**src/sv/tcw_pkg.sv**
```systemverilog
// Shared types and constants for the text console writer.
// Used by the front classifier, the command queue, the back executor and the top level.
package tcw_pkg;

  // Input kind codes.
  localparam logic [2:0] KIND_PUT_CHAR = 3'd0;
  localparam logic [2:0] KIND_SET_ROW  = 3'd1;
  localparam logic [2:0] KIND_SET_COL  = 3'd2;
  localparam logic [2:0] KIND_CLEAR    = 3'd3;
  localparam logic [2:0] KIND_READ     = 3'd4;

  // Character codes with a meaning of their own.
  localparam logic [7:0] CH_NEWLINE   = 8'd10;
  localparam logic [7:0] CH_BACKSPACE = 8'd8;
  localparam logic [7:0] CH_SPACE     = 8'd32;

  // Cell value after reset: a space, grey on black.
  localparam logic [15:0] RESET_CELL = 16'h0720;

  // Register map: bit 2 of the byte address selects the register word.
  localparam logic       REG_TEXT_COLOR   = 1'b0;
  localparam logic [7:0] TEXT_COLOR_RESET = 8'd7;

  // Depth of the queue between the front and the back.
  localparam int Q_DEPTH = 2;

  // Classified command handed from the front to the back.
  typedef enum logic [2:0] {
    OP_PRINT     = 3'd0,
    OP_NEWLINE   = 3'd1,
    OP_BACKSPACE = 3'd2,
    OP_SET_ROW   = 3'd3,
    OP_SET_COL   = 3'd4,
    OP_CLEAR     = 3'd5,
    OP_READ      = 3'd6,
    OP_NOP       = 3'd7
  } op_t;

  typedef struct packed {
    op_t         op;
    logic [7:0]  ch;
    logic [4:0]  row;   // already clamped to the last row
    logic [6:0]  col;   // already clamped to the last column
    logic [10:0] idx;   // in range whenever op is OP_READ
  } cmd_t;

endpackage

```
**src/sv/tcw_front.sv**
```systemverilog
// Front part of the text console writer: accepts input beats and classifies them.
// Depends on tcw_pkg for the kind codes, character codes and the command type.
module tcw_front
  import tcw_pkg::*;
#(
  parameter int ROWS    = 25,
  parameter int COLUMNS = 80
) (
  input  logic        in_valid,
  output logic        in_stall,
  input  logic [2:0]  kind,
  input  logic [7:0]  char_code,
  input  logic [4:0]  new_row,
  input  logic [6:0]  new_column,
  input  logic [10:0] cell_index,
  input  logic        q_full,
  input  logic        init_busy,
  output logic        push,
  output cmd_t        cmd
);

  localparam int          CELLS    = ROWS * COLUMNS;
  localparam logic [4:0]  LAST_ROW = 5'(ROWS - 1);
  localparam logic [6:0]  LAST_COL = 7'(COLUMNS - 1);

  // Hold the input off while the queue is full or the grid is being initialised.
  assign in_stall = q_full | init_busy;
  assign push     = in_valid & ~in_stall;

  // Decode the kind into a command and clamp the cursor targets.
  always_comb begin
    cmd.ch  = char_code;
    cmd.row = (new_row > LAST_ROW) ? LAST_ROW : new_row;
    cmd.col = (new_column > LAST_COL) ? LAST_COL : new_column;
    cmd.idx = cell_index;
    unique case (kind)
      KIND_PUT_CHAR: begin
        if (char_code == CH_NEWLINE) begin
          cmd.op = OP_NEWLINE;
        end else if (char_code == CH_BACKSPACE) begin
          cmd.op = OP_BACKSPACE;
        end else begin
          cmd.op = OP_PRINT;
        end
      end
      KIND_SET_ROW: cmd.op = OP_SET_ROW;
      KIND_SET_COL: cmd.op = OP_SET_COL;
      KIND_CLEAR:   cmd.op = OP_CLEAR;
      KIND_READ: begin
        // An index beyond the grid reads as zero, which is what a no-op returns.
        cmd.op = (32'(cell_index) < CELLS) ? OP_READ : OP_NOP;
      end
      default: cmd.op = OP_NOP;
    endcase
  end

endmodule

```
**config.mk**
```make
export PLATFORM = sky130hd
export DESIGN_NAME = tcw_front
export DESIGN_NICKNAME = d
export VERILOG_FILES = /design/src/sv/tcw_pkg.sv /design/src/sv/tcw_front.sv
export SDC_FILE = /design/constraint.sdc
export NUM_CORES = 1
export LEC_CHECK = 0
export BUFFER_PORTS_ARGS = -buffer_cell sky130_fd_sc_hd__buf_2
export CORE_AREA = 5 5 42 44
export DETAILED_ROUTE_END_ITERATION = 10
export DIE_AREA = 0 0 47 49
export PLACE_DENSITY_LB_ADDON = 0.15
export SLEW_MARGIN = 20
export SYNTH_ARGS = -nofsm -noshare
export SYNTH_HDL_FRONTEND = slang
export SYNTH_SLANG_ARGS = --single-unit
```
**constraint.sdc**
```tcl
create_clock -name vclk -period 1.13
set_clock_uncertainty 0.2 [all_clocks]
set_input_delay 0.0565 -clock vclk [all_inputs]
set_output_delay 0.0565 -clock vclk [all_outputs]
set_load 0.03 [all_outputs]
```
**After elaboration in Yosys (flattened, before gate mapping)**

Index checks and enable logic that the tools add are counted.

- Flip-flop bits (word level): 0
- Bits in latches: 0
- RAM bits: 0
- Memory bits (read-only): 0
- Bits of input ports: 37
- Memories: 0

- Add/sub/neg operators: 0
- Multipliers: 0
- Divide/modulo/power cells: 0
- Magnitude comparators: 3
- Equality and inequality tests: 6
- Shift-type cells: 0
- Multiplexer cells: 6
- Bitwise logic cells: 3
- Reductions and logical operators: 1

Operator list:

| operator | count |
|---|---|
| equality test 8 x 4 -> 1 bit, second input constant | 2 |
| case mux 3 bit (5 select lines) | 1 |
| less-than comparator 11 bit, second input constant | 1 |
| > comparator 7 bit, second input constant | 1 |
| two-way mux 7 bit | 1 |
| equality test 3 x 2 -> 1 bit, second input constant | 2 |
| > comparator 5 bit, second input constant | 1 |
| two-way mux 5 bit | 1 |
| two-way mux 2 bit | 2 |
| equality test 3 x 1 -> 1 bit, second input constant | 1 |
| equality test 3 bit, second input constant | 1 |
| logical NOT 3 bit | 1 |
| bitwise AND 1 bit | 1 |
| two-way mux 1 bit | 1 |
| NOT 1 bit | 1 |
| OR 1 bit | 1 |

**Longest topological paths before layout**

- Depth in word-level cells: 4
- Gate-level depth with buffers: 3

**Least setup slack after synthesis**

Ideal clock, no wire load.

- Path type: input -> output
- Start: input port init_busy
- End: output port push
- Arrival: 0.875 ns
- Required time: 0.873 ns
- Path slack: -0.001 ns
- Stages: 2
- Buffers on the path: 0
- Cell sequence: or2_2 nor2_1

- Word-level cells in the longest chain between the ends: 3

Ends and longest elaborated chain:

| item | line | text |
|---|---|---|
| start: declaration | tcw_front.sv:17 | `input logic init_busy,` |
| OR 1 bit | tcw_front.sv:27 | `assign in_stall = q_full \| init_busy;` |
| NOT 1 bit | tcw_front.sv:28 | `assign push = in_valid & ~in_stall;` |
| bitwise AND 1 bit | tcw_front.sv:28 |  |
| end: declaration | tcw_front.sv:18 | `output logic push,` |

No other way between the ends.

==> results.py <==
metrics = {
    "status": {
        "status": "complete, but fails checks",
        "failed_checks": "setup timing",
    },
    "final_layout": {
        "area_growth_pct": 94.8,
        "diodes": 0,
        "regArea_um2": 0,
        "final_area_um2": 604,
        "n_sequential_cell": 0,
        "final_nets": 137,
        "layout-drive-gt1-share_pct": 74.5,
        "multiInputGateArea_um2": 168,
        "nFillCells": 160,
        "clkbuf_count": 0,
    },
    "detailed_routing": {
        "num_vias": 490,
        "routed_wl_mm": 1.15,
        "wire_per_inst_um": 10.1,
        "drt-pass1-iter-count": 2,
        "avgViaCountPerCell": 4.30,
        "first_iter_violations": 1,
        "ant_nets": 0,
        "drc": 0,
    },
    "timing": {
        "hold_ws_ns": 0.178,
        "fin_crit_sh_pct": 102,
        "worst_pin_slew_ns": 0.327,
        "fin_crit_ns": 1.15,
        "rsz0062_at_grt": "true",
        "setup-violations-final": 2,
        "clock.fmax_mhz": 872,
        "relSlewSlack_pct": 78.1,
        "hold_viol_final": 0,
        "drv_slew": 0,
        "timing.final.ws_setup_ns": -0.0173,
    },
    "floorplan": {
        "io_pins": 73,
        "rows": 14,
        "coreArea_um2": 1400,
        "start_util_pct": 22.1,
        "die-height_um": 49,
        "die_area_um2": 2300,
        "die_x_um": 47,
    },
    "placement": {
        "dpl.hpwl_mm": 1.02,
        "placed_area_um2": 519,
        "io_buffers": 65,
        "gp_congestion": 0.588,
        "dpl_worst_slack_ns": -0.129,
    },
    "flow_run": {
        "cap_violations": 0,
    },
    "global_route": {
        "grt.met3_usage_pct": 0.369,
        "use_met2_pct": 15.8,
        "antenna_found_initial": 0,
        "grt_pass1_vias": 411,
        "grt_usage_pct": 7.58,
        "grt_pass1_wl_mm": 1.44,
        "grt_overflow": 0,
        "grt_max_degree": 5,
        "grt_use_met1_pct": 8.04,
        "grt-busiest-layer": "met2",
    },
    "worst_setup_path": {
        "cp_data_required_time_ns": 0.87,
        "cp-endpoint": "cmd[31]",
        "critPathKind": "in2out",
        "endpoint_kind": "output pin",
        "worstPathArrival_ns": 0.89,
        "cp-startpoint": "char_code[4]",
        "cp_max_fo": 2,
        "cp-start-kind": "primary input",
    },
    "synth": {
        "syn_nets": 86,
        "yosys_warnings": 0,
        "ys_types": 16,
        "postSynthAreaPerCell_um2": 6.33,
        "syn_area_um2": 310,
        "seq_area_frac_synth_pct": 0,
        "postSynthCellCount": 49,
    },
    "min_path": {
        "holdPathStages": 2,
        "hp-class": "in2out",
    },
    "power": {
        "total_power_mw": 0.345,
        "p_per_area_nw_per_um2": 571,
        "cellLeakagePower_nw": 0.363,
        "ir_drop_mv": 0.207,
    },
    "clock_network": {
        "cts_setup_buffers": 0,
    },
}
==> metal layers <==
metal  part of all wire [%]  wire length, um
met1                     28              325
met2                     52              595
met3                     20              230
met4                      0                0
met5                      0                0
==> cell usage after synthesis <==
master | number | area, um^2
or2b_1 | 2 | 15.0
and2_1 | 3 | 18.8
nor2_1 | 4 | 15.0
or2_2 | 2 | 12.5
buf_4 | 19 | 143
and3_1 | 1 | 6.26
a221o_1 | 1 | 10.0
nor2b_1 | 2 | 12.5
nand4_1 | 1 | 6.26
clkbuf_1 | 3 | 11.3
a221o_2 | 1 | 11.3
nand2b_1 | 2 | 12.5
nor4_1 | 1 | 6.26
inv_1 | 3 | 11.3
o21ai_0 | 3 | 15.0
nand2_1 | 1 | 3.75
==> metrics by stage <==
| step | util [%] | TNS (ns) | cells |
|---|---|---|---|
| 6_report | 43.1 | -0.0295 | 114 |
| 2_1_floorplan | - | 0 | 49 |
| 3_3_place_gp | 37.1 | -0.193 | 110 |
| 4_1_cts | 41.7 | -0.0826 | 114 |
| 3_5_place_dp | 37.1 | -0.247 | 110 |
| 5_1_grt | 43.1 | -0.155 | 114 |
==> cells in the final DEF (no fill, tap or decap), drive strengths merged <==
master | netlist | layout
nand2b | 2 | 2
nand4 | 1 | 1
o21ai | 3 | 3
or2b | 2 | 2
or2 | 2 | 2
and3 | 1 | 1
and2 | 3 | 3
nand2 | 1 | 1
nor2b | 2 | 2
buf | 19 | 67
inv | 3 | 3
dlygate4sd3 | 0 | 4
nor2 | 4 | 4
nor4 | 1 | 1
a221o | 2 | 2
==> power breakdown <==
group / leakage, nW / internal, mW / switching, mW
combinational: 0.363 / 0.130 / 0.215
sequential: 0 / 0 / 0
clock: 0 / 0 / 0
==> cell families (layout without fill, tap and decap cells) <==
| logic type | count (synthesis) | in the layout | share of synthesized area, % |
|---|---|---|---|
| buf+inv | 25 | 74 | 53.2 |
| simple gates | 19 | 19 | 35.1 |
| compound gates | 5 | 5 | 11.7 |
==> cell type report <==
| type | count | share of cell area [%] |
|---|---|---|
| Tap cell | 16 | 3.31 |
| Multi-Input combinational cell | 24 | 27.7 |
| Timing Repair Buffer | 71 | 67.1 |
| Inverter | 3 | 1.86 |
==> repair_timing <==
item,in CTS,in global routing
hold buffers,4,0
pin swaps,3,4
endpoints found under the hold margin,4,0
resized for setup,7,4
setup endpoints to repair,2,4
==> how the worst min path moves through the flow <==
stage / slack [ns] / start / endpoint
global placement: -0.09 / cell_index[1] / cmd[1]
floorplan: 0.02 / new_column[6] / cmd[15]
CTS: 0.17 / char_code[6] / cmd[29]
finish: 0.18 / char_code[6] / cmd[29]
global route: 0.18 / cell_index[6] / cmd[6]
detailed placement: -0.09 / cell_index[1] / cmd[1]
==> critical path: stages <==
cell and delay (ns):
buf_6 0.10, nor4_4 0.24, and3_4 0.22, a221o_1 0.15
buf_6 0.13
Note: power is estimated with default switching activity, not from simulation.
