$ cat src/sv/tcw_pkg.sv
// Shared types and constants for the text console writer.
// Used by the front classifier, the command queue, the back executor and the top level.
package tcw_pkg;

  // Input kind codes.
  localparam logic [2:0] KIND_PUT_CHAR = 3'd0;
  localparam logic [2:0] KIND_SET_ROW  = 3'd1;
  localparam logic [2:0] KIND_SET_COL  = 3'd2;
  localparam logic [2:0] KIND_CLEAR    = 3'd3;
  localparam logic [2:0] KIND_READ     = 3'd4;

  // Character codes with a meaning of their own.
  localparam logic [7:0] CH_NEWLINE   = 8'd10;
  localparam logic [7:0] CH_BACKSPACE = 8'd8;
  localparam logic [7:0] CH_SPACE     = 8'd32;

  // Cell value after reset: a space, grey on black.
  localparam logic [15:0] RESET_CELL = 16'h0720;

  // Register map: bit 2 of the byte address selects the register word.
  localparam logic       REG_TEXT_COLOR   = 1'b0;
  localparam logic [7:0] TEXT_COLOR_RESET = 8'd7;

  // Depth of the queue between the front and the back.
  localparam int Q_DEPTH = 2;

  // Classified command handed from the front to the back.
  typedef enum logic [2:0] {
    OP_PRINT     = 3'd0,
    OP_NEWLINE   = 3'd1,
    OP_BACKSPACE = 3'd2,
    OP_SET_ROW   = 3'd3,
    OP_SET_COL   = 3'd4,
    OP_CLEAR     = 3'd5,
    OP_READ      = 3'd6,
    OP_NOP       = 3'd7
  } op_t;

  typedef struct packed {
    op_t         op;
    logic [7:0]  ch;
    logic [4:0]  row;   // already clamped to the last row
    logic [6:0]  col;   // already clamped to the last column
    logic [10:0] idx;   // in range whenever op is OP_READ
  } cmd_t;

endpackage

$ cat src/sv/tcw_queue.sv
// Short command queue between the front and the back of the text console writer.
// Depends on tcw_pkg for the command type and the queue depth.
module tcw_queue
  import tcw_pkg::*;
(
  input  logic clk,
  input  logic rst,
  input  logic push,
  input  cmd_t push_cmd,
  input  logic pop,
  output cmd_t head,
  output logic empty,
  output logic full
);

  localparam int PW = (Q_DEPTH > 1) ? $clog2(Q_DEPTH) : 1;
  localparam int NW = $clog2(Q_DEPTH + 1);
  localparam logic [PW-1:0] LAST_SLOT = PW'(Q_DEPTH - 1);

  cmd_t          slots [Q_DEPTH];
  logic [PW-1:0] wr_ptr;
  logic [PW-1:0] rd_ptr;
  logic [NW-1:0] count;
  logic          do_push;
  logic          do_pop;

  assign empty   = (count == '0);
  assign full    = (count == NW'(Q_DEPTH));
  assign do_push = push & ~full;
  assign do_pop  = pop & ~empty;
  assign head    = slots[rd_ptr];

  // Pointers and fill count.
  always_ff @(posedge clk) begin
    if (rst) begin
      wr_ptr <= '0;
      rd_ptr <= '0;
      count  <= '0;
    end else begin
      if (do_push) begin
        wr_ptr <= (wr_ptr == LAST_SLOT) ? '0 : wr_ptr + PW'(1);
      end
      if (do_pop) begin
        rd_ptr <= (rd_ptr == LAST_SLOT) ? '0 : rd_ptr + PW'(1);
      end
      if (do_push && !do_pop) begin
        count <= count + NW'(1);
      end else if (!do_push && do_pop) begin
        count <= count - NW'(1);
      end
    end
  end

  // Command storage.
  always_ff @(posedge clk) begin
    if (do_push) begin
      slots[wr_ptr] <= push_cmd;
    end
  end

`ifndef NO_ASSERTIONS
  a_count_bound: assert property (@(posedge clk) disable iff (rst)
    count <= NW'(Q_DEPTH))
    else $error("queue fill count beyond its depth");

  a_empty_ptrs: assert property (@(posedge clk) disable iff (rst)
    (count == '0) |-> (rd_ptr == wr_ptr))
    else $error("empty queue with pointers apart");
`endif

endmodule

$ cat config.mk
export PLATFORM = sky130hd
export DESIGN_NAME = tcw_queue
export DESIGN_NICKNAME = d
export VERILOG_FILES = /design/src/sv/tcw_pkg.sv /design/src/sv/tcw_queue.sv
export SDC_FILE = /design/constraint.sdc
export NUM_CORES = 1
export LEC_CHECK = 0
export CAP_MARGIN = 15
export CORE_MARGIN = 2
export CORE_UTILIZATION = 40
export DETAILED_ROUTE_END_ITERATION = 16
export DONT_BUFFER_PORTS = 1
export GPL_TIMING_DRIVEN = 0
export MAX_ROUTING_LAYER = met4
export SLEW_MARGIN = 40
export SYNTH_ARGS = -nofsm -noshare
export SYNTH_HDL_FRONTEND = slang
export SYNTH_SLANG_ARGS = --single-unit
$ cat constraint.sdc
create_clock -name clk -period 2.4 [get_ports clk]
set_input_delay 0.36 -clock clk [delete_from_list [all_inputs] [get_ports clk]]
set_output_delay 0.36 -clock clk [all_outputs]
set_load 0.01 [all_outputs]
# Word level (Yosys, flattened, before mapping)
# Memory sizes are Yosys's and may differ from the RTL's. A register that Yosys moved wholly into a read port is not among the register bits.
# Cells that the tools add are included.
# Widths: inputs -> output; s select.
[totals]
ramBits = 68
elab_cells = 27
out_inout_bits = 36
regBits = 4
mem_count = 1
inputBits = 38
[classes]
n_reduce_logical = 6
n_mux = 8
bitwise_logic = 4
n_eq_ne = 1
n_addsub = 4
[mem_list]
columns = ["name", "depth", "word_bits", "read_ports", "rd_clocked_by_memory_dff", "wr", "line_no", "rtl"]
rows = [
  ["slots", 2, 34, 1, 1, 1, "tcw_queue.sv:20", "cmd_t slots [Q_DEPTH];"],
]
[ops]
columns = ["cell", "n"]
rows = [
  ["$mux 1", 6],
  ["$mux 2", 2],
  ["$add 1x1->1 const B", 2],
  ["$add 2x1->2 const B", 1],
  ["$and 1x1->1", 2],
  ["$eq 2x2->1 const B", 1],
  ["$logic_and 1x1->1", 2],
  ["$logic_not 1->1", 2],
  ["$logic_not 2->1", 1],
  ["$not 1->1", 2],
  ["$reduce_bool 2->1", 1],
  ["$sub 2x1->2 const B", 1],
]

# Longest topological paths before layout
[logic_depth]
depth_word = 7
mapped_depth = 6
mapped_depth_nobuf = 6

# Least setup slack after synthesis
# OpenSTA, ideal clock, no wires.
[synth_path]
path_type = "reg2reg"
startpoint = "reg count[1]"
endpoint = "mem slots[0][0] (netlist name) (enable)"
arrival_time_ns = 1.502
n_path_buf = 0
required_time_ns = 2.011
stages_incl_launch_ff = 4
path_slack_ns = 0.510
synth_period_minus_slack_ns = 1.890
setup_time_ns = 0.389
path_cell_list = "dfxtp_1 > nor2b_2 > or3_1 > inv_1"
[synth_between]
elab_chain_len = 5
[synth_lines]
columns = ["item", "line_no", "rtl"]
rows = [
  ["from (decl)", "tcw_queue.sv:23", "logic [NW-1:0] count;"],
  ["from (signal assigned)", "tcw_queue.sv:47", "count <= count + NW'(1);"],
  ["from (signal assigned)", "tcw_queue.sv:49", "count <= count - NW'(1);"],
  ["$eq 2x2->1", "tcw_queue.sv:28", "assign full = (count == NW'(Q_DEPTH));"],
  ["net full", "tcw_queue.sv:13", "output logic full"],
  ["$not 1->1", "tcw_queue.sv:29", "assign do_push = push & ~full;"],
  ["$and 1x1->1", "tcw_queue.sv:29", ""],
  ["$mux 1", "tcw_queue.sv:56", "if (do_push) begin"],
  ["$mux 1 (implied by the code)", "tcw_queue.sv:57", "slots[wr_ptr] <= push_cmd;"],
  ["to (decl)", "tcw_queue.sv:20", ""],
]
# The timed path passes the listed nets, and every way through them passes these cells.

==> impl_metrics.tcl <==
set metrics [dict create \
    status "finished, final reports clean" \
    gp_congestion 0.701 \
    multi_input_area_sq_um 494 \
    arrival_ps 1540 \
    nNetsFinal 182 \
    fin_ws_ps 504 \
    drtIter0Drc 52 \
    syn_nets 170 \
    wl_per_cell_microns 19.6 \
    dr.pass1.iters 6 \
    critPathRequiredTime_ps 2040 \
    finalSetupTns_ps 0 \
    crit_end "head[24]" \
    cts_setup_buffers 0 \
    num_antenna_cells 0 \
    power_density_nw_per_um2 1120 \
    synthCells 131 \
    fillers 533 \
    timing.max_cap.violations 0 \
    setup_viol 0 \
    synth.avg_cell_area_sq_um 20.4 \
    rrSetupSlack_ps 590 \
    vias 1162 \
    rows 29 \
    path_clk_slew_ps 70 \
    syn_area_sq_um 2670 \
    drc 0 \
    die_h_microns 85.7 \
    post_cts_resized 0 \
    core_area_sq_um 6390 \
    cts_tree "done" \
    drive_gt1_share_pct 37.8 \
    ir_drop_v 0.000587 \
    start_util_pct 41.8 \
    dp_slack_ps 496 \
    criticalPathCategory "flop to output port" \
    critPathMaxFanout 10 \
    via_per_inst 5.16 \
    grt_pass1_wl_mm 7.00 \
    yosys_warnings 0 \
    area_growth_pct 12.6 \
    ys_seq_area_share_pct 80.3 \
    start_kind "flop" \
    period_minus_slack_ps 1900 \
    ios 74 \
    cts.sinks 73 \
    layout_common_cells "edfxtp_1 (68), mux2_2 (34), clkbuf_8 (9)" \
    hold_depth 1 \
    hold_buffers 0 \
    track_usage_pct 13.7 \
    worst_pin_slew_ps 617 \
    reg2reg_depth 3 \
    placed_cell_area_sq_um 2790 \
    cts-root-buf "clkbuf_8" \
    ys_ff_latch 73 \
    drt.antenna.violating_nets 0 \
    clockBufferDepth 2 \
    drt_wl_total_mm 4.42 \
    antenna_found_initial 0 \
    layout_commonest_cell "edfxtp_1" \
    seq_area_sq_um 2140 \
    dieArea_sq_um 7340 \
    finalHoldViolations 0 \
    slew_violations 0 \
    rsz0062_at_grt "false" \
    fin_crit_sh_pct 79.0 \
    grt_max_degree 35 \
    stdcell_area_sq_um 3000 \
    htree_num_levels 3 \
    synth_cell_type_count 14 \
    r2r_start "count[1]$_SDFFE_PP0P_" \
    die_w_microns 85.7 \
    hp-class "input port to flop" \
    slew_headroom_pct 58.9 \
    cts_inserted_buffers 9 \
    dpl.hpwl_mm 2.94 \
    clkLatencyLatePin_ps 330 \
    timing.fmax_mhz 527 \
    grt_pass1_vias 1347 \
    utilization_pct 47.0 \
    leakagePower_uw 0.000995 \
    skew_ps 7.52 \
    port_buffers 0 \
    crit_path_end_kind "output port" \
    rr_endpoint "slots[0][28]$_DFFE_PP_" \
    grt-ovfl-total 0 \
]
metrics by stage:
step	hold slack, ps	power, uW	instances
floorplan	429	2260	131
global placement	431	2370	208
detailed placement	435	2420	209
CTS	65.2	3430	225
global route	58.8	3550	225
finish	87.2	3370	225
cells in the mapped netlist:
library cell | count | area [sq um]
nor2b_2 | 1 | 8.76
nor2_1 | 5 | 18.8
and2_1 | 1 | 6.26
inv_1 | 2 | 7.51
ha_1 | 1 | 12.5
or3_1 | 2 | 12.5
edfxtp_1 | 68 | 2040
buf_4 | 2 | 15.0
dfxtp_1 | 5 | 100
a21oi_1 | 2 | 10.0
xor2_1 | 3 | 26.3
mux2_2 | 34 | 383
o21ai_0 | 3 | 15.0
buf_2 | 2 | 10.0
where the power goes:
group          switching, uW  leakage [uW]  internal [uW]
logic                    423      0.000214            288
registers               56.0      0.000676           1600
clock network            419      0.000104            574
total                    898      0.000995           2470
metal layers:
| metal | part of all wire, % | GRT usage [%] | up-vias |
|---|---|---|---|
| met2 | 56 | 22.7 | 48 |
| met4 | 2.1 | 7.36 | 0 |
| met1 | 35 | 13.7 | 576 |
| met5 | 0 | - | - |
| met3 | 6.9 | 5.58 | 10 |
| li1 | - | - | 528 |
cells by family (layout without fill, tap and decap cells):
group           Yosys count  count (layout)  share of synthesized area [%]
flops                    73              73                           80.3
mux                      34              34                           14.4
simple gates              9               9                           1.74
buf+inv                   6              23                           1.22
compound gates            5               5                          0.938
xor+xnor                  3               3                          0.985
fa+ha+maj                 1               1                          0.469
registers in the layout, indices dropped and copies added, names as in the netlist, named ones only:
signal and cells:
count 2, slots 68, wr_ptr 1, rd_ptr 1
worst max-delay path, stage by stage, from the launching register on:
cell	delay (ps)
dfxtp_1	300
buf_2	200
buf_2	280
mux2_2	410
how the worst min path moves through the flow:
stage | from | to | slack (ps)
after floorplan | rst | count[1]$_SDFFE_PP0P_ | 430
after detailed placement | rst | flop | 430
after global placement | rst | wr_ptr$_SDFFE_PP0P_ | 430
final | rst | count[1]$_SDFFE_PP0P_ | 90
after CTS | rst | flop | 70
after global routing | rst | count[1]$_SDFFE_PP0P_ | 60
layout make-up:
class / count / area share (%)
flip-flops and latches: 73 / 71.3
multi-input cells: 52 / 16.5
clock buffers: 9 / 4.13
well taps: 77 / 3.21
clock inverters: 7 / 2.83
repair buffers: 1 / 0.917
plain buffers: 4 / 0.833
inverters: 2 / 0.292
Note: power is estimated with default switching activity, not from simulation.
